==> src/sv/jvmx_pkg.sv <==
// ----------------------------------------------------------------------------
// jvmx_pkg
// types, opcodes and operation classes of the jvm subset stack executor
// ----------------------------------------------------------------------------
package jvmx_pkg;

    // opcode bytes
    localparam logic [7:0] OP_ICONST_M1 = 8'h02;
    localparam logic [7:0] OP_ICONST_0  = 8'h03;
    localparam logic [7:0] OP_ICONST_5  = 8'h08;
    localparam logic [7:0] OP_BIPUSH    = 8'h10;
    localparam logic [7:0] OP_ILOAD_0   = 8'h1a;
    localparam logic [7:0] OP_ILOAD_3   = 8'h1d;
    localparam logic [7:0] OP_ISTORE_0  = 8'h3b;
    localparam logic [7:0] OP_ISTORE_3  = 8'h3e;
    localparam logic [7:0] OP_IADD      = 8'h60;
    localparam logic [7:0] OP_ISUB      = 8'h64;
    localparam logic [7:0] OP_IMUL      = 8'h68;
    localparam logic [7:0] OP_GOTO      = 8'ha7;
    localparam logic [7:0] OP_BR_LT     = 8'ha1;
    localparam logic [7:0] OP_IINC      = 8'h84;
    localparam logic [7:0] OP_IRETURN   = 8'hac;

    typedef enum logic [3:0] {
        K_NOP,
        K_PUSH,
        K_LOAD,
        K_STORE,
        K_ADD,
        K_SUB,
        K_MUL,
        K_GOTO,
        K_CMPLT,
        K_INC,
        K_RET
    } op_kind_t;

    typedef struct packed {
        logic [7:0]         command;
        logic signed [7:0]  push_byte;
        logic [7:0]         local_slot;
        logic signed [7:0]  increment;
        logic [15:0]        jump_step;
    } cmd_t;

    typedef struct packed {
        logic [15:0]        next_step;
        logic               halted;
        logic signed [31:0] return_value;
    } res_t;

    // classified instruction handed from front to back
    typedef struct packed {
        op_kind_t           kind;
        logic [31:0]        imm;
        logic [7:0]         slot;
        logic signed [7:0]  inc;
        logic [15:0]        target;
    } op_t;

    typedef struct packed {
        logic valid;
        op_t  op;
    } queue_head_t;

endpackage

==> src/sv/jvmx_front.sv <==
// ----------------------------------------------------------------------------
// jvmx_front
// accepts instructions, classifies them and queues them for the back end
// ----------------------------------------------------------------------------
module jvmx_front #(
    parameter int LOCAL_COUNT = 256
) (
    input  logic                  clk,
    input  logic                  rst_n,
    input  logic                  cmd_valid,
    output logic                  cmd_ready,
    input  jvmx_pkg::cmd_t        cmd_data,
    output jvmx_pkg::queue_head_t head,
    input  logic                  pop
);

    jvmx_pkg::op_t dec_op;
    jvmx_pkg::op_t entry_reg [2];
    logic          wr_ptr_reg;
    logic          wr_ptr_next;
    logic          rd_ptr_reg;
    logic          rd_ptr_next;
    logic [1:0]    count_reg;
    logic [1:0]    count_next;
    logic          push;

    // classify
    always_comb
    begin
        dec_op        = '0;
        dec_op.kind   = jvmx_pkg::K_NOP;
        dec_op.inc    = cmd_data.increment;
        dec_op.target = cmd_data.jump_step;
        unique case (cmd_data.command) inside
            [jvmx_pkg::OP_ICONST_M1:jvmx_pkg::OP_ICONST_5]:
            begin
                dec_op.kind = jvmx_pkg::K_PUSH;
                dec_op.imm  = {24'b0, cmd_data.command} - {24'b0, jvmx_pkg::OP_ICONST_0};
            end
            jvmx_pkg::OP_BIPUSH:
            begin
                dec_op.kind = jvmx_pkg::K_PUSH;
                dec_op.imm  = {{24{cmd_data.push_byte[7]}}, cmd_data.push_byte};
            end
            [jvmx_pkg::OP_ILOAD_0:jvmx_pkg::OP_ILOAD_3]:
            begin
                dec_op.kind = jvmx_pkg::K_LOAD;
                dec_op.slot = cmd_data.command - jvmx_pkg::OP_ILOAD_0;
            end
            [jvmx_pkg::OP_ISTORE_0:jvmx_pkg::OP_ISTORE_3]:
            begin
                dec_op.kind = jvmx_pkg::K_STORE;
                dec_op.slot = cmd_data.command - jvmx_pkg::OP_ISTORE_0;
            end
            jvmx_pkg::OP_IADD:      dec_op.kind = jvmx_pkg::K_ADD;
            jvmx_pkg::OP_ISUB:      dec_op.kind = jvmx_pkg::K_SUB;
            jvmx_pkg::OP_IMUL:      dec_op.kind = jvmx_pkg::K_MUL;
            jvmx_pkg::OP_GOTO:      dec_op.kind = jvmx_pkg::K_GOTO;
            jvmx_pkg::OP_BR_LT:     dec_op.kind = jvmx_pkg::K_CMPLT;
            jvmx_pkg::OP_IINC:
            begin
                // slot past the local store is dropped here
                if ({24'b0, cmd_data.local_slot} < 32'(LOCAL_COUNT))
                begin
                    dec_op.kind = jvmx_pkg::K_INC;
                    dec_op.slot = cmd_data.local_slot;
                end
            end
            jvmx_pkg::OP_IRETURN:   dec_op.kind = jvmx_pkg::K_RET;
            default:                dec_op.kind = jvmx_pkg::K_NOP;
        endcase
    end

    // two-entry queue
    assign cmd_ready = (count_reg != 2'd2);
    assign push      = cmd_valid && cmd_ready;

    always_comb
    begin
        wr_ptr_next = push ? ~wr_ptr_reg : wr_ptr_reg;
        rd_ptr_next = pop ? ~rd_ptr_reg : rd_ptr_reg;
        count_next  = count_reg;
        if (push && !pop)
        begin
            count_next = count_reg + 2'd1;
        end
        else if (pop && !push)
        begin
            count_next = count_reg - 2'd1;
        end
    end

    always_ff @(posedge clk or negedge rst_n)
    begin
        if (!rst_n)
        begin
            wr_ptr_reg <= 1'b0;
            rd_ptr_reg <= 1'b0;
            count_reg  <= 2'd0;
        end
        else
        begin
            wr_ptr_reg <= wr_ptr_next;
            rd_ptr_reg <= rd_ptr_next;
            count_reg  <= count_next;
        end
    end

    always_ff @(posedge clk)
    begin
        if (push)
        begin
            entry_reg[wr_ptr_reg] <= dec_op;
        end
    end

    assign head.valid = (count_reg != 2'd0);
    assign head.op    = entry_reg[rd_ptr_reg];

endmodule

==> config.mk <==
export PLATFORM = sky130hd
export DESIGN_NAME = jvmx_front
export DESIGN_NICKNAME = d
export VERILOG_FILES = /design/src/sv/jvmx_pkg.sv /design/src/sv/jvmx_front.sv
export SDC_FILE = /design/constraint.sdc
export NUM_CORES = 1
export LEC_CHECK = 0
export BUFFER_PORTS_ARGS = -buffer_cell sky130_fd_sc_hd__buf_4
export CAP_MARGIN = 20
export CORE_MARGIN = 3
export CORE_UTILIZATION = 52
export DETAILED_ROUTE_END_ITERATION = 12
export GPL_TIMING_DRIVEN = 1
export MAX_ROUTING_LAYER = met4
export PLACE_DENSITY = 0.8
export SLEW_MARGIN = 20
export SYNTH_ARGS = -nofsm -noshare
export SYNTH_HDL_FRONTEND = slang
export SYNTH_SLANG_ARGS = --single-unit
==> constraint.sdc <==
create_clock -name clk -period 3.7 [get_ports clk]
set_input_delay 0.185 -clock clk [delete_from_list [all_inputs] [get_ports clk]]
set_output_delay 0.185 -clock clk [all_outputs]
set_load 0.1 [all_outputs]
==> metrics.csv, run 1 <==
stage,metric,value,unit
clocking,clk buf depth,2,
final_layout,max reg flops,90,
drt,post-route ant nets,0,
drt,Remaining DRCs,0,
synth,Compound-Gate Fraction of Synth Area,5.72,%
sta,WHS,0.0259,ns
sta,Worst Skew,0.00728,ns
place,port bufs,121,
sta,final worst path period share,61.0,%
setup_path,crit start category,flop,
synth,mux contribution to synthesized area,11.9,%
setup_path,Setup CP Type,flop to output port,
status,status,completed,
clocking,clock-pin slew on the worst setup and hold paths,0.09,ns
floorplan,Die H,96.5,um
clocking,TritonCTS Buffers,9,
clocking,clock sinks,94,
global_route,first-pass GRT wire length,12300,um
synth,synth unique cells,47,
drt,vias per std cell,5.18,
clocking,cells resized by post-CTS repair,0,
floorplan,row count,32,
synth,post-synthesis simple-gate area fraction,6.90,%
floorplan,Starting Density,54.3,%
sta,Final Critical Period,2.26,ns
final_layout,layout cells sized above 1,52.6,%
drt,TritonRoute pass-1 iters,4,
final_layout,FF/Latch Area,2800,um^2
drt,initial DRC count,77,
worst_hold_path,Worst Hold Class,input port to flop,
drt,DRT Wirelength,8450,um
synth,Yosys reg bits,94,
floorplan,I/O pin total,122,
synth,syn_nets,321,
final_layout,Antenna diodes,0,
floorplan,die area,9320,um^2
clocking,TritonCTS clock tree,built,
final_layout,Fillers,558,
final_layout,"commonest non-fill, non-tap cells in the layout","buf_4, edfxtp_1, mux2_2, dlygate4sd3_1",
setup_path,Worst path max stage delay,0.65,ns
sta,setup TNS,0,ns
drt,Avg WL per Cell,17.2,um
clocking,CTS root buf,clkbuf_8,
run,Max-Cap Viols,0,
setup_path,CP cell instances,"buf_4, mux2_2, buf_4",
final_layout,"most common cell after layout, fill and taps aside",buf_4,
setup_path,worst path buffer plus inverter count,2,
place,HPWL after DPL,5810,um
global_route,number of global-route vias before repair,2434,
floorplan,total core area,7850,um^2
place,GPL Wtd Cong,0.872,
global_route,GRT Util Overall,18.3,%
drt,vias after detailed routing,2550,
global_route,antenna violations before repair,0,
synth,Post-synth ARST share,4.26,%
floorplan,Die X,96.5,um
clocking,worst-skew pair later-pin latency,0.34,ns
final_layout,nets,444,
setup_path,Worst path most repeated cell,buf_4,
synth,post-synthesis cell area,4260,um^2
setup_path,WP data arrival,2.07,ns
setup_path,nature of the critical path endpoint,output port,
setup_path,critical path peak fanout,28,
setup_path,Worst Path Required,3.51,ns
synth,Synth Area in XOR/XNOR,1.64,%
setup_path,slowest CP cell,dfrtp_2,
sta,Final Hold Viols,0,
sta,Final Max Tran Viols,0,
global_route,grt ovf,0,
sta,unrepaired setup endpoints after global routing,false,
clocking,htree depth,3,
final_layout,multi-input logic area,1210,um^2
synth,main combinational cell family by area after synthesis,multiplexers,
sta,worst slew pin tran,1.07,ns
synth,number of flops mapped to enable cells by yosys,90,
sta,FMAX,0.443,GHz
final_layout,Area Overhead vs Synth,28.9,%
synth,register area share after synthesis,65.7,%
synth,Syn. warnings,0,
setup_path,"CP delay by family, top",buffers and inverters,
global_route,largest net degree at the start of global routing,46,
clocking,Post-CTS Setup Bufs,0,
synth,"Avg Cell Area, Syn",16.3,um^2
sta,setup violators final,0,
synth,post-synthesis adder-cell area fraction,2.05,%
synth,ys flop type,edfxtp_1,
synth,Syn Inst Count,262,
sta,relative max-transition margin,28.8,%
## Yosys cell counts, types with 2 or more instances
cell type   n  area, um^2
mux2_2     45         507
nand2_1     7        26.3
xnor2_1     4        35.0
nor2_1      3        11.3
a22o_1      9        78.8
nor2b_1     2        12.5
buf_6       2        22.5
xor2_1      4        35.0
buf_4      25         188
a21oi_1     3        15.0
o211ai_1    4        30.0
nor3_2      2        20.0
dfrtp_1     4         100
edfxtp_1   90        2700
inv_1       6        22.5
ha_1        7        87.6
buf_2       5        25.0
nand3_1     5        25.0
nor3_1      2        10.0
a21o_1      4        30.0
o21ai_1     3        15.0
## stage by stage
stage	cells	utilization (%)	area [um^2]	worst slack, ns
floorplan	262	-	4270	0.610
detailed placement	455	64.8	5090	1.50
finish	492	70.0	5500	1.44
global placement	455	64.8	5090	1.57
global route	492	70.0	5500	1.29
CTS	472	67.5	5300	1.39
## worst reg2reg max path: cells and delay by family, from the launching register on
kind | cells | cell delay (ns)
buf+inv | 1 | 0.41
flops | 1 | 0.41
simple gates | 3 | 0.95
## cell families after synthesis
kind of cell | after synthesis
mux | 45
fa+ha+maj | 7
simple gates | 39
buf+inv | 38
xor+xnor | 8
flops | 94
compound gates | 31
## layer usage
layer / track usage (%) / routed length (um)
met4: 5.02 / 91
met5: - / 0
met2: 29.6 / 4400
met1: 23.4 / 3470
met3: 4.18 / 494
## final cells by class
| type | instances | area share, % |
|---|---|---|
| Sequential cell | 94 | 51.0 |
| Multi-Input combinational cell | 130 | 22.0 |
| Timing Repair Buffer | 144 | 20.6 |
| Clock buffer | 10 | 2.32 |
| Tap cell | 102 | 2.32 |
| Clock inverter | 6 | 1.27 |
| Inverter | 6 | 0.410 |
## final timing paths
check	slack, ns	depth (start not counted)	to	startpoint
setup / recovery	1.44	3	head[15]	rd_ptr_reg
hold / removal	0.03	1	entry_reg[0][1]	cmd_data[1]
setup reg to reg	1.61	4	entry_reg[0][36]	count_reg[0]
hold reg to reg	0.49	1	count_reg[1]	count_reg[1]
max in group asynchronous	3.40	2	rd_ptr_reg	rst_n
min in group asynchronous	0.19	2	rd_ptr_reg	rst_n
## timing repair
| item | in CTS | in global routing |
|---|---|---|
| endpoints found under the setup margin | 0 | 0 |
| hold buffers | 1 | 20 |
| hold endpoints to repair | 4 | 36 |
Power of run 1 is left out: the tool's default activity adds up to more than one toggle a clock period on the data nets, which glitch-free logic cannot reach.
==> inputs of run 2 (changes only) <==
- CORE_UTILIZATION: 52 -> 47
- PLACE_DENSITY: 0.8 -> 0.76
- clock period: 3.7 -> 1.84 ns (I/O delays scaled with it)
==> run 2 against run 1 <==
Effect of this change: first-iteration DRC count increased by 55%; via count increased by 1.1%; cell count rose by 2.6%; critical path type unchanged; largest cell class unchanged.
==> metrics.csv, run 2 (same netlist as run 1, synthesis figures left out) <==
stage,metric,value,unit
floorplan,total core area,8760,um^2
setup_path,"CP delay by family, top",buffers and inverters,
clocking,CTS root buf,clkbuf_8,
sta,WHS,0.0315,ns
global_route,number of global-route vias before repair,2674,
floorplan,Starting Density,48.6,%
sta,Worst Skew,0.0110,ns
floorplan,die area,10200,um^2
floorplan,I/O pin total,122,
setup_path,Worst Path Required,1.75,ns
worst_hold_path,hold depth,3,
sta,Final Critical Period,1.71,ns
global_route,grt ovf,0,
global_route,first-pass GRT wire length,13200,um
sta,final worst path period share,93.2,%
sta,Final Max Tran Viols,0,
sta,unrepaired setup endpoints after global routing,false,
place,HPWL after DPL,5680,um
final_layout,Antenna diodes,0,
sta,relative max-transition margin,69.9,%
drt,initial DRC count,119,
setup_path,WP data arrival,1.62,ns
clocking,clk buf depth,2,
setup_path,nature of the critical path endpoint,output port,
worst_hold_path,hold endpoint,wr_ptr_reg,
floorplan,row count,34,
place,port bufs,121,
setup_path,R2R cell count,3,
setup_path,worst path buffer plus inverter count,2,
worst_hold_path,hold path start,cmd_valid,
worst_hold_path,Worst Hold Class,input port to flop,
global_route,GRT Util Overall,17.6,%
sta,setup TNS,0,ns
drt,Remaining DRCs,0,
global_route,GRT Max-Usage Layer,met2,
sta,Final Hold Viols,0,
drt,DRT Wirelength,8520,um
global_route,met1 global-route usage,21.0,%
clocking,clock sinks,94,
clocking,clock-pin slew on the worst setup and hold paths,0.09,ns
global_route,largest net degree at the start of global routing,46,
clocking,TritonCTS clock tree,built,
clocking,htree depth,3,
global_route,grt met2 use,29.5,%
setup_path,Setup CP Type,flop to output port,
setup_path,flop-to-flop setup slack,0.46,ns
setup_path,critical path peak fanout,35,
sta,setup violators final,0,
final_layout,Area Overhead vs Synth,33.0,%
clocking,TritonCTS Buffers,9,
drt,post-route ant nets,0,
final_layout,nets,453,
sta,FMAX,0.583,GHz
final_layout,layout cells sized above 1,52.6,%
final_layout,utilization after layout,64.7,%
drt,Avg WL per Cell,16.9,um
setup_path,crit start category,flop,
setup_path,R2R Path Start,count_reg[0],
final_layout,"commonest non-fill, non-tap cells in the layout","buf_4, edfxtp_1, mux2_2, dlygate4sd3_1",
place,GPL Wtd Cong,0.831,
final_layout,max reg flops,90,
setup_path,Worst path max stage delay,0.41,ns
global_route,met3 usage,2.34,%
clocking,worst-skew pair later-pin latency,0.34,ns
setup_path,Reg-to-Reg End,entry_reg[1][20],
drt,vias after detailed routing,2579,
floorplan,Die H,101,um
clocking,Post-CTS Setup Bufs,0,
status,status,completed,
sta,worst slew pin tran,0.448,ns
final_layout,"most common cell after layout, fill and taps aside",buf_4,
drt,TritonRoute pass-1 iters,4,
run,Max-Cap Viols,0,
setup_path,slowest CP cell,dfrtp_2,
global_route,antenna violations before repair,0,
drt,vias per std cell,5.11,
setup_path,CP cell instances,"buf_12, mux2_2, buf_4",
floorplan,Die X,101,um
## run 2: metal layers
metal | vias up | share of wire [%]
met5 | - | 0
met4 | 0 | 2.0
met3 | 11 | 4.0
met2 | 75 | 50
met1 | 1258 | 44
li1 | 1235 | -
## run 2: stage by stage
stage / cell area, um^2 / cells / setup slack (ns)
finish: 5670 / 505 / 0.126
global placement: 5180 / 465 / 0.227
detailed placement: 5180 / 465 / 0.202
floorplan: 4290 / 262 / -0.101
CTS: 5660 / 505 / 0.0531
global route: 5670 / 505 / 0.0510
## run 2: tightest hold or removal path, stage by stage
cell     delay (ns)
buf_4          0.12
nand2_4        0.07
xnor2_1        0.06
## run 2: cell type report
class	instances	area, um^2
Timing Repair Buffer	153	1250
Clock inverter	4	97.6
Inverter	6	22.5
Sequential cell	94	2800
Multi-Input combinational cell	130	1230
Clock buffer	10	128
Fill cell	663	3100
Tap cell	108	135
## run 2: worst max-delay path by stage
stage	start	to	slack, ns	cells past startpoint
detailed placement	cmd_data[40]	entry_reg[1][34]	0.20	8
CTS	rd_ptr_reg	head[53]	0.05	2
global route	rd_ptr_reg	head[33]	0.05	3
finish	rd_ptr_reg	head[33]	0.13	3
floorplan	count_reg[0]	entry_reg[0][0]	-0.10	3
global placement	cmd_data[40]	entry_reg[0][31]	0.23	7
## run 2: repair_timing
| item | in CTS | in global routing |
|---|---|---|
| endpoints found under the setup margin | 0 | 24 |
| hold buffers | 26 | 0 |
| gates resized for setup | 0 | 1 |
| hold endpoints to repair | 53 | 0 |
Power of run 2 is left out for the same reason.
==> inputs of run 3 (changes only) <==
- CORE_MARGIN: 3 -> 2
==> run 3 against run 2 <==
Effect of this change: design area fell by 0.49%; count of clock-buffer cells in the layout did not move; register-to-register slack got worse by 0.04 ns; clock skew fell by 0.0027 ns; routed wire length fell by 0.70%; sequential share of layout area rose by 0.24 points; setup slack improved by 0.0041 ns; non-clock buffer count rose by 1; worst hold slack improved by 0.0068 ns.
==> metrics.csv, run 3 (same netlist as run 1, synthesis figures left out) <==
stage,metric,value,unit
clocking,worst-skew pair later-pin latency,0.35,ns
place,HPWL after DPL,5710,um
sta,Worst Skew,0.00834,ns
setup_path,R2R Path Start,count_reg[0],
floorplan,I/O pin total,122,
sta,setup TNS,0,ns
final_layout,nets,454,
clocking,CTS root buf,clkbuf_8,
setup_path,crit start category,flop,
clocking,clock sinks,94,
sta,FMAX,0.585,GHz
drt,vias after detailed routing,2597,
drt,vias per std cell,5.11,
global_route,largest net degree at the start of global routing,46,
sta,final worst path period share,93.0,%
floorplan,total core area,8760,um^2
clocking,clock-pin slew on the worst setup and hold paths,0.09,ns
status,status,completed,
setup_path,Worst Path Required,1.75,ns
floorplan,die area,9850,um^2
drt,initial DRC count,93,
drt,DRT Wirelength,8460,um
clocking,TritonCTS Buffers,9,
setup_path,critical path peak fanout,15,
drt,TritonRoute pass-1 iters,4,
final_layout,layout cells sized above 1,52.5,%
floorplan,Die X,99.2,um
place,GPL Wtd Cong,0.864,
final_layout,Antenna diodes,0,
global_route,GRT Util Overall,17.1,%
global_route,number of global-route vias before repair,2583,
floorplan,row count,34,
sta,unrepaired setup endpoints after global routing,false,
final_layout,"most common cell after layout, fill and taps aside",buf_4,
clocking,clk buf depth,2,
drt,Remaining DRCs,0,
drt,post-route ant nets,0,
final_layout,max reg flops,90,
floorplan,Die H,99.2,um
setup_path,nature of the critical path endpoint,output port,
setup_path,CP startpoint,rd_ptr_reg,
sta,Final Critical Period,1.71,ns
setup_path,WP data arrival,1.62,ns
drt,Avg WL per Cell,16.7,um
sta,worst slew pin tran,0.453,ns
final_layout,Area Overhead vs Synth,32.3,%
floorplan,Starting Density,48.6,%
setup_path,Worst Setup EP,head[4],
sta,Final Max Tran Viols,0,
global_route,grt ovf,0,
global_route,antenna violations before repair,0,
setup_path,R2R cell count,4,
sta,Final Hold Viols,0,
setup_path,Setup CP Type,flop to output port,
setup_path,Reg-to-Reg End,entry_reg[0][64],
run,Max-Cap Viols,0,
sta,relative max-transition margin,69.6,%
place,port bufs,121,
final_layout,"commonest non-fill, non-tap cells in the layout","buf_4, edfxtp_1, mux2_2, dlygate4sd3_1",
global_route,first-pass GRT wire length,12700,um
clocking,htree depth,3,
clocking,TritonCTS clock tree,built,
setup_path,flop-to-flop setup slack,0.42,ns
worst_hold_path,Worst Hold Class,input port to flop,
sta,setup violators final,0,
[run 3: cell count changes in the layout (fill, tap and decap cells not counted), sizes merged]
cell	change
bufinv	-2
clkinv	+4
buf	+1
[run 3: critical path, cell delays in order, from the launching register on]
cell and delay [ns]:
dfrtp_2 0.42, buf_4 0.25, mux2_2 0.37, buf_4 0.23
[run 3: cell type report]
type | count | area, um^2
Fill cell | 652 | 3120
Multi-Input combinational cell | 130 | 1230
Inverter | 6 | 22.5
Tap cell | 108 | 135
Timing Repair Buffer | 154 | 1260
Clock buffer | 10 | 128
Clock inverter | 6 | 62.6
Sequential cell | 94 | 2800
[run 3: per-stage QoR]
step	area (um^2)	cells	utilization (%)	setup WS (ns)	hold slack [ns]
3_5_place_dp	5190	466	59.2	0.216	-0.106
3_3_place_gp	5190	466	59.2	0.228	-0.107
6_report	5640	508	64.4	0.130	0.0383
4_1_cts	5640	508	64.3	0.0647	0.0228
2_1_floorplan	4290	262	-	-0.101	-0.204
5_1_grt	5640	508	64.4	0.0712	0.0376
[run 3: what timing repair did]
item	in CTS	in global routing
hold buffers	26	0
resized for setup	0	1
endpoints found under the setup margin	0	2
buffers inserted	0	0
endpoints found under the hold margin	53	0
[run 3: routing by layer]
| metal | track usage [%] | vias up | share of wire [%] |
|---|---|---|---|
| li1 | - | 1250 | - |
| met1 | 20.9 | 1253 | 42 |
| met2 | 28.6 | 80 | 51 |
| met3 | 2.53 | 14 | 4.9 |
| met4 | 7.17 | 0 | 2.2 |
| met5 | - | - | 0 |
[run 3: worst min-delay path by stage]
stage                          from  cells after the start           end
after global placement        rst_n                      1  count_reg[1]
after global routing      cmd_valid                      3    wr_ptr_reg
after detailed placement      rst_n                      1  count_reg[0]
after CTS                 cmd_valid                      3    wr_ptr_reg
final                     cmd_valid                      3    wr_ptr_reg
after floorplan               rst_n                      0  count_reg[0]
Power of run 3 is left out for the same reason.
